--- src/sv/pts_pkg.sv ---
// Shared types, sizes and codes for the priority task scheduler.
package pts_pkg;

    localparam int MAX_SLOTS   = 16;
    localparam int PRIO_LEVELS = 8;
    localparam int IDX_W       = $clog2(MAX_SLOTS);

    localparam int FUNC_W   = 3;
    localparam int PRIO_W   = 3;
    localparam int ID_W     = 16;
    localparam int TIME_W   = 32;
    localparam int DUR_W    = 16;
    localparam int STATUS_W = 3;
    localparam int SLOT_W   = 4;
    localparam int CFG_IDX_W  = 1;
    localparam int CFG_DATA_W = 16;
    localparam logic [DUR_W-1:0] SLICE_RESET = DUR_W'(10);

    typedef enum logic [FUNC_W-1:0] {
        FN_CREATE   = 3'd0,
        FN_DELETE   = 3'd1,
        FN_DISPATCH = 3'd2,
        FN_FINISH   = 3'd3,
        FN_YIELD    = 3'd4,
        FN_DELAY    = 3'd5
    } t_func;

    typedef enum logic [STATUS_W-1:0] {
        STS_OK       = 3'd0,
        STS_BAD_PRIO = 3'd1,
        STS_NO_SLOT  = 3'd2,
        STS_NOT_FOUND = 3'd3,
        STS_NO_TASK  = 3'd4,
        STS_NO_READY = 3'd5
    } t_status;

    typedef enum logic [1:0] {
        MODE_FREE  = 2'd0,
        MODE_READY = 2'd1,
        MODE_RUN   = 2'd2,
        MODE_BLOCK = 2'd3
    } t_mode;

    typedef enum logic [CFG_IDX_W-1:0] {
        CFG_PREEMPT = 1'd0,
        CFG_SLICE   = 1'd1
    } t_cfg_reg;

    typedef enum logic [3:0] {
        ST_IDLE,
        ST_SCAN,
        ST_APPLY,
        ST_WAKE,
        ST_PICK,
        ST_DSEL,
        ST_DPUSH,
        ST_ACT,
        ST_RESP
    } t_state;

    // Commands from controller to slot table; all act at one slot index.
    typedef struct packed {
        logic [IDX_W-1:0]  idx;
        logic              load_clock;
        logic [TIME_W-1:0] now;
        logic              push;
        logic              unlink;
        logic              mode_wr;
        t_mode             mode;
        logic              ident_wr;
        logic [ID_W-1:0]   ident;
        logic              prio_wr;
        logic [PRIO_W-1:0] prio;
        logic              wake_clr;
        logic              wake_set;
        logic [DUR_W-1:0]  delay;
        logic              best_clr;
        logic              best_upd;
    } t_dp_cmd;

    typedef struct packed {
        t_mode            mode;
        logic [ID_W-1:0]  ident;
        logic             wake_hit;
        logic             best_valid;
        logic [IDX_W-1:0] best_idx;
    } t_dp_stat;

endpackage

--- src/sv/priority_task_scheduler.sv ---
// Top level of the fixed-priority task scheduler.
//  channel  dir  handshake             payload
//  in       in   i_in_valid/o_in_stall  func prio target_id now_ms delay_ms ran_ms
//  out      out  o_out_valid/i_out_stall status task_id slot switched
//  cfg      in   i_cfg_we              i_cfg_idx i_cfg_data
// One item at a time; the slot scan walks one slot per cycle.
// create/delete: slot scan then apply; dispatch: wake scan, pick scan, select, and a push
// of a preempted task; finish/yield/delay: one action; all end in the result register.
// Reset frees all slots, clears running task and time, sets next id to one.
// A held result stalls only the final step; the next item is taken once it is loaded.
module priority_task_scheduler (
    input  logic                           i_clk,
    input  logic                           i_rst_n,
    input  logic                           i_in_valid,
    output logic                           o_in_stall,
    input  logic [pts_pkg::FUNC_W-1:0]     i_func,
    input  logic [pts_pkg::PRIO_W-1:0]     i_prio,
    input  logic [pts_pkg::ID_W-1:0]       i_target_id,
    input  logic [pts_pkg::TIME_W-1:0]     i_now_ms,
    input  logic [pts_pkg::DUR_W-1:0]      i_delay_ms,
    input  logic [pts_pkg::DUR_W-1:0]      i_ran_ms,
    output logic                           o_out_valid,
    input  logic                           i_out_stall,
    output logic [pts_pkg::STATUS_W-1:0]   o_status,
    output logic [pts_pkg::ID_W-1:0]       o_task_id,
    output logic [pts_pkg::SLOT_W-1:0]     o_slot,
    output logic                           o_switched,
    input  logic                           i_cfg_we,
    input  logic [pts_pkg::CFG_IDX_W-1:0]  i_cfg_idx,
    input  logic [pts_pkg::CFG_DATA_W-1:0] i_cfg_data
);
    import pts_pkg::*;

    t_dp_cmd  cmd;
    t_dp_stat stat;

    pts_ctrl u_ctrl (
        .i_clk       (i_clk),
        .i_rst_n     (i_rst_n),
        .i_in_valid  (i_in_valid),
        .o_in_stall  (o_in_stall),
        .i_func      (i_func),
        .i_prio      (i_prio),
        .i_target_id (i_target_id),
        .i_now_ms    (i_now_ms),
        .i_delay_ms  (i_delay_ms),
        .i_ran_ms    (i_ran_ms),
        .o_out_valid (o_out_valid),
        .i_out_stall (i_out_stall),
        .o_status    (o_status),
        .o_task_id   (o_task_id),
        .o_slot      (o_slot),
        .o_switched  (o_switched),
        .i_cfg_we    (i_cfg_we),
        .i_cfg_idx   (i_cfg_idx),
        .i_cfg_data  (i_cfg_data),
        .o_cmd       (cmd),
        .i_stat      (stat)
    );

    pts_datapath u_dp (
        .i_clk   (i_clk),
        .i_rst_n (i_rst_n),
        .i_cmd   (cmd),
        .o_stat  (stat)
    );

endmodule

--- src/sv/pts_datapath.sv ---
// Slot table, ready ordering ranks, time base and best-candidate tracking.
module pts_datapath (
    input  logic             i_clk,
    input  logic             i_rst_n,
    input  pts_pkg::t_dp_cmd  i_cmd,
    output pts_pkg::t_dp_stat o_stat
);
    import pts_pkg::*;

    // Rank 0 is the head of the ready order; ranks are dense among ready slots.
    t_mode             r_mode  [MAX_SLOTS];
    t_mode             n_mode  [MAX_SLOTS];
    logic [ID_W-1:0]   r_ident [MAX_SLOTS];
    logic [ID_W-1:0]   n_ident [MAX_SLOTS];
    logic [PRIO_W-1:0] r_prio  [MAX_SLOTS];
    logic [PRIO_W-1:0] n_prio  [MAX_SLOTS];
    logic [IDX_W-1:0]  r_rank  [MAX_SLOTS];
    logic [IDX_W-1:0]  n_rank  [MAX_SLOTS];
    logic [TIME_W-1:0] r_wake  [MAX_SLOTS];
    logic [TIME_W-1:0] n_wake  [MAX_SLOTS];
    logic [TIME_W-1:0] r_clock, n_clock;
    logic              r_best_valid, n_best_valid;
    logic [IDX_W-1:0]  r_best_idx, n_best_idx;
    logic [PRIO_W-1:0] r_best_prio, n_best_prio;
    logic [IDX_W-1:0]  r_best_rank, n_best_rank;

    t_mode             cur_mode;
    logic [PRIO_W-1:0] cur_prio;
    logic [IDX_W-1:0]  cur_rank;
    logic [TIME_W-1:0] cur_wake;

    always_comb begin
        cur_mode = r_mode[i_cmd.idx];
        cur_prio = r_prio[i_cmd.idx];
        cur_rank = r_rank[i_cmd.idx];
        cur_wake = r_wake[i_cmd.idx];

        n_mode  = r_mode;
        n_ident = r_ident;
        n_prio  = r_prio;
        n_rank  = r_rank;
        n_wake  = r_wake;
        n_clock = r_clock;
        n_best_valid = r_best_valid;
        n_best_idx   = r_best_idx;
        n_best_prio  = r_best_prio;
        n_best_rank  = r_best_rank;

        if (i_cmd.load_clock) begin
            n_clock = i_cmd.now;
        end
        if (i_cmd.push) begin
            for (int j = 0; j < MAX_SLOTS; j++) begin
                if (r_mode[j] == MODE_READY && IDX_W'(j) != i_cmd.idx) begin
                    n_rank[j] = r_rank[j] + 1'b1;
                end
            end
            n_rank[i_cmd.idx] = '0;
            n_mode[i_cmd.idx] = MODE_READY;
        end
        if (i_cmd.unlink) begin
            for (int j = 0; j < MAX_SLOTS; j++) begin
                if (r_mode[j] == MODE_READY && r_rank[j] > cur_rank) begin
                    n_rank[j] = r_rank[j] - 1'b1;
                end
            end
        end
        if (i_cmd.mode_wr) begin
            n_mode[i_cmd.idx] = i_cmd.mode;
        end
        if (i_cmd.ident_wr) begin
            n_ident[i_cmd.idx] = i_cmd.ident;
        end
        if (i_cmd.prio_wr) begin
            n_prio[i_cmd.idx] = i_cmd.prio;
        end
        if (i_cmd.wake_clr) begin
            n_wake[i_cmd.idx] = '0;
        end
        if (i_cmd.wake_set) begin
            n_wake[i_cmd.idx] = r_clock + TIME_W'(i_cmd.delay);
        end
        if (i_cmd.best_clr) begin
            n_best_valid = 1'b0;
        end
        if (i_cmd.best_upd && cur_mode == MODE_READY &&
            (!r_best_valid || cur_prio > r_best_prio ||
             (cur_prio == r_best_prio && cur_rank < r_best_rank))) begin
            n_best_valid = 1'b1;
            n_best_idx   = i_cmd.idx;
            n_best_prio  = cur_prio;
            n_best_rank  = cur_rank;
        end

        o_stat.mode       = cur_mode;
        o_stat.ident      = r_ident[i_cmd.idx];
        o_stat.wake_hit   = cur_mode == MODE_BLOCK && cur_wake != '0 && r_clock >= cur_wake;
        o_stat.best_valid = r_best_valid;
        o_stat.best_idx   = r_best_idx;
    end

    always_ff @(posedge i_clk) begin
        r_ident     <= n_ident;
        r_prio      <= n_prio;
        r_rank      <= n_rank;
        r_wake      <= n_wake;
        r_best_idx  <= n_best_idx;
        r_best_prio <= n_best_prio;
        r_best_rank <= n_best_rank;
        if (!i_rst_n) begin
            for (int j = 0; j < MAX_SLOTS; j++) begin
                r_mode[j] <= MODE_FREE;
            end
            r_clock      <= '0;
            r_best_valid <= 1'b0;
        end else begin
            r_mode       <= n_mode;
            r_clock      <= n_clock;
            r_best_valid <= n_best_valid;
        end
    end

endmodule

--- src/sv/pts_ctrl.sv ---
// Operation sequencer: slot scans, list updates, running task and result register.
module pts_ctrl (
    input  logic                           i_clk,
    input  logic                           i_rst_n,
    input  logic                           i_in_valid,
    output logic                           o_in_stall,
    input  logic [pts_pkg::FUNC_W-1:0]     i_func,
    input  logic [pts_pkg::PRIO_W-1:0]     i_prio,
    input  logic [pts_pkg::ID_W-1:0]       i_target_id,
    input  logic [pts_pkg::TIME_W-1:0]     i_now_ms,
    input  logic [pts_pkg::DUR_W-1:0]      i_delay_ms,
    input  logic [pts_pkg::DUR_W-1:0]      i_ran_ms,
    output logic                           o_out_valid,
    input  logic                           i_out_stall,
    output logic [pts_pkg::STATUS_W-1:0]   o_status,
    output logic [pts_pkg::ID_W-1:0]       o_task_id,
    output logic [pts_pkg::SLOT_W-1:0]     o_slot,
    output logic                           o_switched,
    input  logic                           i_cfg_we,
    input  logic [pts_pkg::CFG_IDX_W-1:0]  i_cfg_idx,
    input  logic [pts_pkg::CFG_DATA_W-1:0] i_cfg_data,
    output pts_pkg::t_dp_cmd               o_cmd,
    input  pts_pkg::t_dp_stat              i_stat
);
    import pts_pkg::*;

    t_state            r_state, n_state;
    logic [IDX_W-1:0]  r_cnt, n_cnt;
    t_func             r_func, n_func;
    logic [PRIO_W-1:0] r_prio, n_prio;
    logic [ID_W-1:0]   r_target, n_target;
    logic [DUR_W-1:0]  r_delay, n_delay;
    logic [DUR_W-1:0]  r_ran, n_ran;
    logic [IDX_W-1:0]  r_slot, n_slot;
    logic              r_has_slot, n_has_slot;
    logic              r_use_ident, n_use_ident;
    logic [ID_W-1:0]   r_tid, n_tid;
    t_status           r_status, n_status;
    logic              r_sw, n_sw;
    logic [IDX_W-1:0]  r_run, n_run;
    logic              r_run_valid, n_run_valid;
    logic [IDX_W-1:0]  r_old, n_old;
    logic [ID_W-1:0]   r_id_ctr, n_id_ctr;
    logic              r_preempt;
    logic [DUR_W-1:0]  r_slice;
    logic              r_out_valid, n_out_valid;
    t_status           r_out_status, n_out_status;
    logic [ID_W-1:0]   r_out_tid, n_out_tid;
    logic [SLOT_W-1:0] r_out_slot, n_out_slot;
    logic              r_out_sw, n_out_sw;

    logic             last;
    logic             hit;
    logic [ID_W-1:0]  id_inc;

    always_comb begin
        n_state = r_state;   n_cnt = r_cnt;       n_func = r_func;
        n_prio = r_prio;     n_target = r_target; n_delay = r_delay;
        n_ran = r_ran;       n_slot = r_slot;     n_has_slot = r_has_slot;
        n_use_ident = r_use_ident; n_tid = r_tid; n_status = r_status;
        n_sw = r_sw;         n_run = r_run;       n_run_valid = r_run_valid;
        n_old = r_old;       n_id_ctr = r_id_ctr;
        n_out_valid = r_out_valid && i_out_stall;
        n_out_status = r_out_status; n_out_tid = r_out_tid;
        n_out_slot = r_out_slot;     n_out_sw = r_out_sw;

        o_cmd     = '0;
        o_cmd.idx = r_cnt;
        o_cmd.now = i_now_ms;
        o_cmd.ident = r_id_ctr;
        o_cmd.prio  = r_prio;
        o_cmd.delay = r_delay;
        o_cmd.mode  = MODE_FREE;
        o_in_stall  = r_state != ST_IDLE;

        last   = r_cnt == IDX_W'(MAX_SLOTS - 1);
        hit    = 1'b0;
        id_inc = r_id_ctr + 1'b1;

        unique case (r_state)
            ST_IDLE: begin
                if (i_in_valid) begin
                    n_func = t_func'(i_func);
                    n_prio = i_prio;
                    n_target = i_target_id;
                    n_delay = i_delay_ms;
                    n_ran = i_ran_ms;
                    n_cnt = '0;
                    n_has_slot = 1'b0;
                    n_use_ident = 1'b0;
                    n_tid = '0;
                    n_sw = 1'b0;
                    n_status = STS_OK;
                    n_state = ST_RESP;
                    case (t_func'(i_func))
                        FN_CREATE: begin
                            if (int'(i_prio) >= PRIO_LEVELS) begin
                                n_status = STS_BAD_PRIO;
                            end else begin
                                n_state = ST_SCAN;
                            end
                        end
                        FN_DELETE: begin
                            if (i_target_id == '0) begin
                                n_status = STS_NOT_FOUND;
                            end else begin
                                n_state = ST_SCAN;
                            end
                        end
                        FN_DISPATCH: begin
                            o_cmd.load_clock = 1'b1;
                            n_state = ST_WAKE;
                        end
                        FN_FINISH, FN_YIELD, FN_DELAY: begin
                            if (!r_run_valid) begin
                                n_status = STS_NO_TASK;
                            end else begin
                                n_state = ST_ACT;
                            end
                        end
                        default: begin
                            n_status = STS_OK;
                        end
                    endcase
                end
            end
            ST_SCAN: begin
                if (r_func == FN_CREATE) begin
                    hit = i_stat.mode == MODE_FREE;
                end else begin
                    hit = i_stat.mode != MODE_FREE && i_stat.ident == r_target;
                end
                if (hit) begin
                    n_slot = r_cnt;
                    n_state = ST_APPLY;
                end else if (last) begin
                    n_status = (r_func == FN_CREATE) ? STS_NO_SLOT : STS_NOT_FOUND;
                    n_state = ST_RESP;
                end else begin
                    n_cnt = r_cnt + 1'b1;
                end
            end
            ST_APPLY: begin
                o_cmd.idx = r_slot;
                n_has_slot = 1'b1;
                if (r_func == FN_CREATE) begin
                    o_cmd.ident_wr = 1'b1;
                    o_cmd.prio_wr = 1'b1;
                    o_cmd.wake_clr = 1'b1;
                    o_cmd.push = 1'b1;
                    n_tid = r_id_ctr;
                    // id zero is reserved for free slots
                    n_id_ctr = (id_inc == '0) ? ID_W'(1) : id_inc;
                end else begin
                    o_cmd.unlink = i_stat.mode == MODE_READY;
                    o_cmd.mode_wr = 1'b1;
                    o_cmd.mode = MODE_FREE;
                    o_cmd.ident_wr = 1'b1;
                    o_cmd.ident = '0;
                    n_tid = r_target;
                    if (r_run_valid && r_run == r_slot) begin
                        n_run_valid = 1'b0;
                    end
                end
                n_state = ST_RESP;
            end
            ST_WAKE: begin
                o_cmd.push = i_stat.wake_hit;
                if (last) begin
                    n_cnt = '0;
                    o_cmd.best_clr = 1'b1;
                    n_state = ST_PICK;
                end else begin
                    n_cnt = r_cnt + 1'b1;
                end
            end
            ST_PICK: begin
                o_cmd.best_upd = 1'b1;
                if (last) begin
                    n_state = ST_DSEL;
                end else begin
                    n_cnt = r_cnt + 1'b1;
                end
            end
            ST_DSEL: begin
                n_state = ST_RESP;
                if (!i_stat.best_valid) begin
                    n_status = STS_NO_READY;
                end else begin
                    o_cmd.idx = i_stat.best_idx;
                    o_cmd.unlink = 1'b1;
                    o_cmd.mode_wr = 1'b1;
                    o_cmd.mode = MODE_RUN;
                    n_slot = i_stat.best_idx;
                    n_has_slot = 1'b1;
                    n_use_ident = 1'b1;
                    n_sw = !r_run_valid || r_run != i_stat.best_idx;
                    n_run = i_stat.best_idx;
                    n_run_valid = 1'b1;
                    n_old = r_run;
                    if (r_run_valid && r_run != i_stat.best_idx) begin
                        n_state = ST_DPUSH;
                    end
                end
            end
            ST_DPUSH: begin
                // preempted task goes back to the head of its list
                o_cmd.idx = r_old;
                o_cmd.push = 1'b1;
                n_state = ST_RESP;
            end
            ST_ACT: begin
                o_cmd.idx = r_run;
                n_slot = r_run;
                n_has_slot = 1'b1;
                n_use_ident = 1'b1;
                case (r_func)
                    FN_FINISH: begin
                        if (r_preempt && r_ran >= r_slice) begin
                            o_cmd.push = 1'b1;
                            n_run_valid = 1'b0;
                        end
                    end
                    FN_YIELD: begin
                        o_cmd.push = 1'b1;
                        n_run_valid = 1'b0;
                    end
                    default: begin
                        o_cmd.wake_set = 1'b1;
                        o_cmd.mode_wr = 1'b1;
                        o_cmd.mode = MODE_BLOCK;
                        n_run_valid = 1'b0;
                    end
                endcase
                n_state = ST_RESP;
            end
            ST_RESP: begin
                o_cmd.idx = r_slot;
                if (!r_out_valid || !i_out_stall) begin
                    n_out_valid = 1'b1;
                    n_out_status = r_status;
                    n_out_tid = r_use_ident ? i_stat.ident : r_tid;
                    n_out_slot = r_has_slot ? SLOT_W'(r_slot) : '0;
                    n_out_sw = r_sw;
                    n_state = ST_IDLE;
                end
            end
            default: begin
                n_state = ST_IDLE;
            end
        endcase
    end

    always_ff @(posedge i_clk) begin
        r_cnt <= n_cnt;       r_func <= n_func;     r_prio <= n_prio;
        r_target <= n_target; r_delay <= n_delay;   r_ran <= n_ran;
        r_slot <= n_slot;     r_has_slot <= n_has_slot;
        r_use_ident <= n_use_ident; r_tid <= n_tid; r_status <= n_status;
        r_sw <= n_sw;         r_run <= n_run;       r_old <= n_old;
        r_out_status <= n_out_status; r_out_tid <= n_out_tid;
        r_out_slot <= n_out_slot;     r_out_sw <= n_out_sw;
        if (!i_rst_n) begin
            r_state <= ST_IDLE;
            r_run_valid <= 1'b0;
            r_id_ctr <= ID_W'(1);
            r_out_valid <= 1'b0;
            r_preempt <= 1'b0;
            r_slice <= SLICE_RESET;
        end else begin
            r_state <= n_state;
            r_run_valid <= n_run_valid;
            r_id_ctr <= n_id_ctr;
            r_out_valid <= n_out_valid;
            if (i_cfg_we) begin
                unique case (t_cfg_reg'(i_cfg_idx))
                    CFG_PREEMPT: r_preempt <= i_cfg_data[0];
                    CFG_SLICE:   r_slice <= i_cfg_data[DUR_W-1:0];
                    default: ;
                endcase
            end
        end
    end

    assign o_out_valid = r_out_valid;
    assign o_status    = r_out_status;
    assign o_task_id   = r_out_tid;
    assign o_slot      = r_out_slot;
    assign o_switched  = r_out_sw;

endmodule

--- config.mk ---
export PLATFORM = sky130hd
export DESIGN_NAME = priority_task_scheduler
export DESIGN_NICKNAME = d
export VERILOG_FILES = /design/src/sv/pts_pkg.sv /design/src/sv/priority_task_scheduler.sv /design/src/sv/pts_datapath.sv /design/src/sv/pts_ctrl.sv
export SDC_FILE = /design/constraint.sdc
export NUM_CORES = 2
export LEC_CHECK = 0
export BUFFER_PORTS_ARGS = -buffer_cell sky130_fd_sc_hd__clkbuf_2
export CAP_MARGIN = 20
export CORE_MARGIN = 3
export CORE_UTILIZATION = 45
export DETAILED_ROUTE_END_ITERATION = 8
export HOLD_SLACK_MARGIN = 0.03
export PLACE_DENSITY_LB_ADDON = 0.05
export SLEW_MARGIN = 20
export SYNTH_ARGS = -nofsm -noshare
export SYNTH_HDL_FRONTEND = slang
export SYNTH_SLANG_ARGS = --single-unit
--- constraint.sdc ---
create_clock -name i_clk -period 11.5 [get_ports i_clk]
set_clock_uncertainty 0.1 [all_clocks]
set_input_delay 1.15 -clock i_clk [delete_from_list [all_inputs] [get_ports i_clk]]
set_output_delay 1.15 -clock i_clk [all_outputs]
set_load 0.05 [all_outputs]
======== Yosys cells after proc, flatten, opt, wreduce, memory -nomap -nowiden ========
Index checks and enable logic that the tools add are counted.
storage, ports and cells
  bits in registers ....................... 1111
  output and inout bits ................... 26
operators by class
  add/subtract/negate cells ............... 35
  order comparisons ....................... 22
  equality and inequality tests ........... 66
  muxes and demuxes ....................... 156
  bitwise gates (word level) .............. 9
  reductions and logical operators ........ 90
operator list
  operator               number
  $mux W512              2
  $and A512 B512 Y512    1
  $bwmux W512            1
  $not A512 Y512         1
  $mux W4                70
  $bwmux W256            1
  $mux W32               5
  $bmux W32 S4           1
  $demux W32 S4          1
  $mux W16               8
  $mux W64               2
  $add A4 B1 Y4 const B  17
  $and A64 B64 Y64       1
  $bmux W16 S4           1
  $demux W16 S4          1
  $gt A4 B4 Y1           16
  $not A64 Y64           1
  $sub A4 B1 Y4 const B  16
  $bwmux W48             1
  $pmux W4 S4            3
  $logic_and A1 B1 Y1    43
  $eq A2 B1 Y1 const B   17
  $add A32 B16 Y32       1
  $bwmux W32             1
  65 further kinds       166

======== Depth between registers and ports, before layout ========
  word-level depth ........................ 16
  gate-level depth with buffers ........... 32
  depth with buffers taken out ............ 23

======== Hierarchy ========
A second synthesis with hierarchy kept.
unflattened totals
  cells, all modules ...................... 4208
  area, all modules ....................... 49655.1 µm²
by module, submodules not included
  module        times used  cells an instance  area an instance (µm²)  seq. area each (µm²)
  pts_datapath  1           3511               42077.9                 22291.4
  pts_ctrl      1           697                7577.3                  4264.1

======== Least setup slack after synthesis ========
OpenSTA, ideal clock, no wires.
  path kind ............................... reg2reg
  from .................................... register u_ctrl.r_state[0]
  to ...................................... register u_dp.r_best_idx[0], enable pin
  library setup time ...................... 0.386 ns
  data arrival time ....................... 5.244 ns
  required time ........................... 11.014 ns
  setup slack ............................. 5.770 ns
  cell stages (with the launch flop) ...... 25
  cells stage by stage .................... dfxtp_1 -> buf_2 -> or4b_1 -> buf_2 -> o2111ai_1 -> and4_1 -> buf_4 -> buf_2 -> buf_2 -> buf_2 -> buf_2 -> buf_2 -> buf_2 -> buf_1 -> clkbuf_1 -> nand2_1 -> a311oi_1 -> a31oi_1 -> a21oi_1 -> ha_1 -> and4_1 -> nand2_1 -> and4b_1 -> o311ai_0 -> a31oi_1
on the way
  longest elaborated chain between the ends .. 11
  elaborated cells on any way between the ends .. 28
ends and longest elaborated chain
  what                                                              line                                    source
  start: declaration                                                pts_ctrl.sv:27                          t_state r_state, n_state;
  start signal: assignment                                          pts_ctrl.sv:270                         r_state <= n_state;
  $eq A4 B2 Y1 / $eq A4 B4 Y1 (equally long branches)               pts_ctrl.sv:80                          unique case (r_state)
  $reduce_or A2 Y1 (no source line)                                 -
  $pmux W4 S4 *                                                     pts_ctrl.sv:80
  $not A4 Y5 (not written as such) *                                pts_datapath.sv:34                      cur_prio = r_prio[i_cmd.idx];
  $bmux W3 S4 *                                                     pts_datapath.sv:34
  $mux W3 (not written as such) * (2 in a row)                      pts_datapath.sv:34
  net u_dp.cur_prio[2]                                              pts_datapath.sv:28                      logic [PRIO_W-1:0] cur_prio;
  $gt A3 B3 Y1 / $eq A3 B3 Y1 (equally long branches)               pts_datapath.sv:87, pts_datapath.sv:88
  $logic_or A1 B1 Y1 / $logic_and A1 B1 Y1 (equally long branches)  pts_datapath.sv:87, pts_datapath.sv:88
  $logic_or A1 B1 Y1 *                                              pts_datapath.sv:87                      (!r_best_valid || cur_prio > r_best_prio ||
  $logic_and A1 B1 Y1 *                                             pts_datapath.sv:86                      if (i_cmd.best_upd && cur_mode == MODE_READY &&
  end signal: assignment                                            pts_datapath.sv:107                     r_best_idx <= n_best_idx;
  end: declaration                                                  pts_datapath.sv:23                      logic [IDX_W-1:0] r_best_idx, n_best_idx;
The timed path passes the listed nets; every way through them passes the cells marked *. The select of a mux whose other input is x is not followed.
A chain may end at the register's enable or synchronous reset.

==> flow_metrics.env <==
export IMPL_syn2layout_area_growth_pct=12.4
export IMPL_cap_violations=0
export IMPL_drt_first_pass_iters=6
export IMPL_grt_util_all_layers_pct=28.7
export IMPL_path_cells="or4b_1 > o2111ai_1 > and4_4 > clkinv_2 > nor2_4 > buf_4 > a32oi_1 > and2_1 > inv_1 > ha_1 > nand2b_1 > a21o_1 > a21o_1 > a21o_1 > a211oi_1 > o21ai_0 > a21oi_1 > o21ai_0 > a31oi_1 > a211o_2 > and2_2 > buf_4 > a21oi_1 > a22oi_1"
export IMPL_vias_per_cell=5.97
export IMPL_startpoint="u_ctrl.r_state[3]"
export IMPL_ys_ff_latch=1111
export IMPL_wl_per_cell_microns=25.0
export IMPL_crit_buf_inv=4
export IMPL_cts_setup_buffers=0
export IMPL_io_pins=134
export IMPL_grt_pass1_wl_mm=255
export IMPL_slowest_delay_ps=800
export IMPL_root_buffer="clkbuf_16"
export IMPL_grt_pass1_vias=38700
export IMPL_clkTransAtPathRegs_ps=60
export IMPL_slew_headroom_pct=23.4
export IMPL_avgSynthCellArea_sq_um=9.61
export IMPL_dr_total_vias=41000
export IMPL_start_util_pct=45.5
export IMPL_drt_iter0_drc=4022
export IMPL_insertedDiodeCount=0
export IMPL_cp_required_ps=12040
export IMPL_fmax_ghz=0.117
export IMPL_fin_nets=5543
export IMPL_finalSetupViolCount=0
export IMPL_ys_async_sr_fraction_pct=0
export IMPL_yosysWarnings=0
export IMPL_place_ws_ps=3200
export IMPL_clockBufferDepth=3
export IMPL_crit_family="simple AND/OR/NAND/NOR gates"
export IMPL_coreArea_sq_mm=0.111
export IMPL_power_leakage_nw=21.0
export IMPL_p_per_area_mw_per_mm2=206
export IMPL_cts_tree="built"
export IMPL_worstReg2RegStart="u_ctrl.r_state[3]"
export IMPL_tns_ps=0
export IMPL_rsz0062_at_grt="no"
export IMPL_drive_gt1_share_pct=10.1
export IMPL_numCtsBuffers=118
export IMPL_gp_congestion=0.867
export IMPL_finalCritPeriodShare_pct=74.2
export IMPL_cts_htree_levels=3
export IMPL_synth_seq_area_share_pct=52.5
export IMPL_dpl_cell_count=6634
export IMPL_fin_crit_ps=8530
export IMPL_wl_mm=171
export IMPL_synth_cells=5264
export IMPL_clk_latency_ps=720
export IMPL_synth_distinct_cells=79
export IMPL_clock_sinks=1111
export IMPL_startpoint_type="register"
export IMPL_drc_errors=0
export IMPL_ant_nets=0
export IMPL_dieArea_sq_mm=0.116
export IMPL_slowest_stage="dfxtp_1"
export IMPL_critical_path_class="reg -> reg"
export IMPL_hold_buffers=0
export IMPL_syn_area_sq_mm=0.0506
export IMPL_fin_util_pct=51.2
export IMPL_worst_slack_ps=2970
export IMPL_worst_pin_slew_ps=1150
export IMPL_hpwl_mm=107
export IMPL_arrival_ps=9070
export IMPL_synth_edf_count=431
export IMPL_slew_violations=0
export IMPL_die_h_microns=341
export IMPL_synthMostInstantiatedCell="nand2_1"
export IMPL_crit_path_frequent_cell="a21o_1"
export IMPL_antenna_found_initial=0
export IMPL_crit_path_max_fanout=38
export IMPL_hold_viol=0
export IMPL_synth_main_ff_cell="dfxtp_1"
export IMPL_setup_worst_path_end_class="register"
export IMPL_synth_largest_area_cell="dfxtp_1"
export IMPL_synth_top_cell_area_share_pct=26.9
export IMPL_die_w_microns=341
export IMPL_cts_resized=0
export IMPL_io_buffers=133
export IMPL_yosys_top_cells_area="dfxtp_1 (27%), edfxtp_1 (26%), nand2_1 (7.9%)"
export IMPL_fin_cells=6857
export IMPL_rows=122
export IMPL_synth_nets=5541
export IMPL_hp_class="reg -> reg"
export IMPL_overflow=0
export IMPL_hold_start="u_ctrl.r_sw"
export IMPL_grt_max_degree=131
export IMPL_fillers=10500
export IMPL_ir_worst_vdd_uv=139
export IMPL_outcome="complete, no violations"
export IMPL_synth_commonest_cells="nand2_1 (1059), dfxtp_1 (680), edfxtp_1 (431)"
==> layout by cell type, fill, tap and decap left out, drive strengths merged, types with 42 or more instances in the layout <==
cell / instances
edfxtp: 431
nand3: 172
a21oi: 375
a22o: 233
o21ai: 420
a22oi: 84
mux2i: 142
nor2b: 50
nor2: 260
nand2: 1059
o211ai: 60
inv: 92
clkbuf: 296
buf: 118
dfxtp: 680
o21a: 42
ha: 168
==> per-stage QoR <==
step           instance area, sq um  power [W]  hold slack (ps)
2_1_floorplan                 50600    0.00662              300
3_3_place_gp                  52700    0.00777              320
3_5_place_dp                  52800    0.00778              310
4_1_cts                       56800     0.0118              320
5_1_grt                       56800     0.0122              320
6_report                      56800     0.0117              316
==> where the power goes <==
part / switching, W / leakage, nW / internal, W
Clock: 0.00166 / 2.00 / 0.00233
Combinational: 0.00242 / 9.51 / 0.00106
Sequential: 0.0000612 / 9.47 / 0.00418
Total: 0.00414 / 21.0 / 0.00758
==> flip-flops by register name (all words and copies together), names as in the netlist, 4 cells and up <==
name,cells
u_ctrl.o_slot,4
u_ctrl.o_task_id,16
u_ctrl.r_cnt,4
u_ctrl.r_delay,16
u_ctrl.r_id_ctr,16
u_ctrl.r_old,4
u_ctrl.r_ran,16
u_ctrl.r_run,4
u_ctrl.r_slice,16
u_ctrl.r_slot,4
u_ctrl.r_state,4
u_ctrl.r_target,16
u_ctrl.r_tid,16
u_dp.r_best_idx,4
u_dp.r_best_rank,4
u_dp.r_clock,32
u_dp.r_ident,256
u_dp.r_mode,32
u_dp.r_prio,48
u_dp.r_rank,64
u_dp.r_wake,512
==> worst paths after layout <==
| check | to | slack [ps] | depth (start not counted) |
|---|---|---|---|
| hold / removal | u_ctrl.o_switched | 320 | 0 |
| setup reg to reg | u_dp.r_rank[4] | 2970 | 24 |
| setup / recovery | u_dp.r_rank[4] | 2970 | 24 |
| hold reg to reg | u_ctrl.o_switched | 320 | 0 |
==> per-layer routing <==
layer / wire length [microns] / up-vias / global-route usage (%)
met5: 0 / - / 0
met4: 4180 / 0 / 7.24
met3: 9190 / 239 / 3.08
met2: 80500 / 1361 / 47.2
met1: 77500 / 20200 / 40.4
li1: - / 19100 / -
==> worst register-to-register path: cells and delay by family, from the launching register on <==
family          cells  cell delay [ps]
simple gates        6             3060
compound gates     13             2760
buf+inv             4             1510
flops               1              800
fa+ha+maj           1              210
==> logic make-up after synthesis <==
family | Yosys count | share of synthesized area (%)
buffers and inverters | 457 | 3.82
AND/OR/NAND/NOR | 1750 | 14.8
AO/OA/AOI/OAI | 1542 | 20.1
flip-flops | 1111 | 52.5
adder cells (fa/ha/maj) | 169 | 4.20
multiplexers | 166 | 3.37
XOR/XNOR | 69 | 1.19
==> layout make-up <==
cell class              instances  area (sq um)  share of cell area [%]
flip-flops and latches       1111         26600                    46.7
multi-input cells            3696         22400                    39.4
clock buffers                 163          3390                    5.96
well taps                    1488          1860                    3.28
repair buffers                251          1590                    2.80
clock inverters                60           691                    1.21
inverters                      88           348                   0.612
No activity file was read; power rests on OpenSTA's default activity.
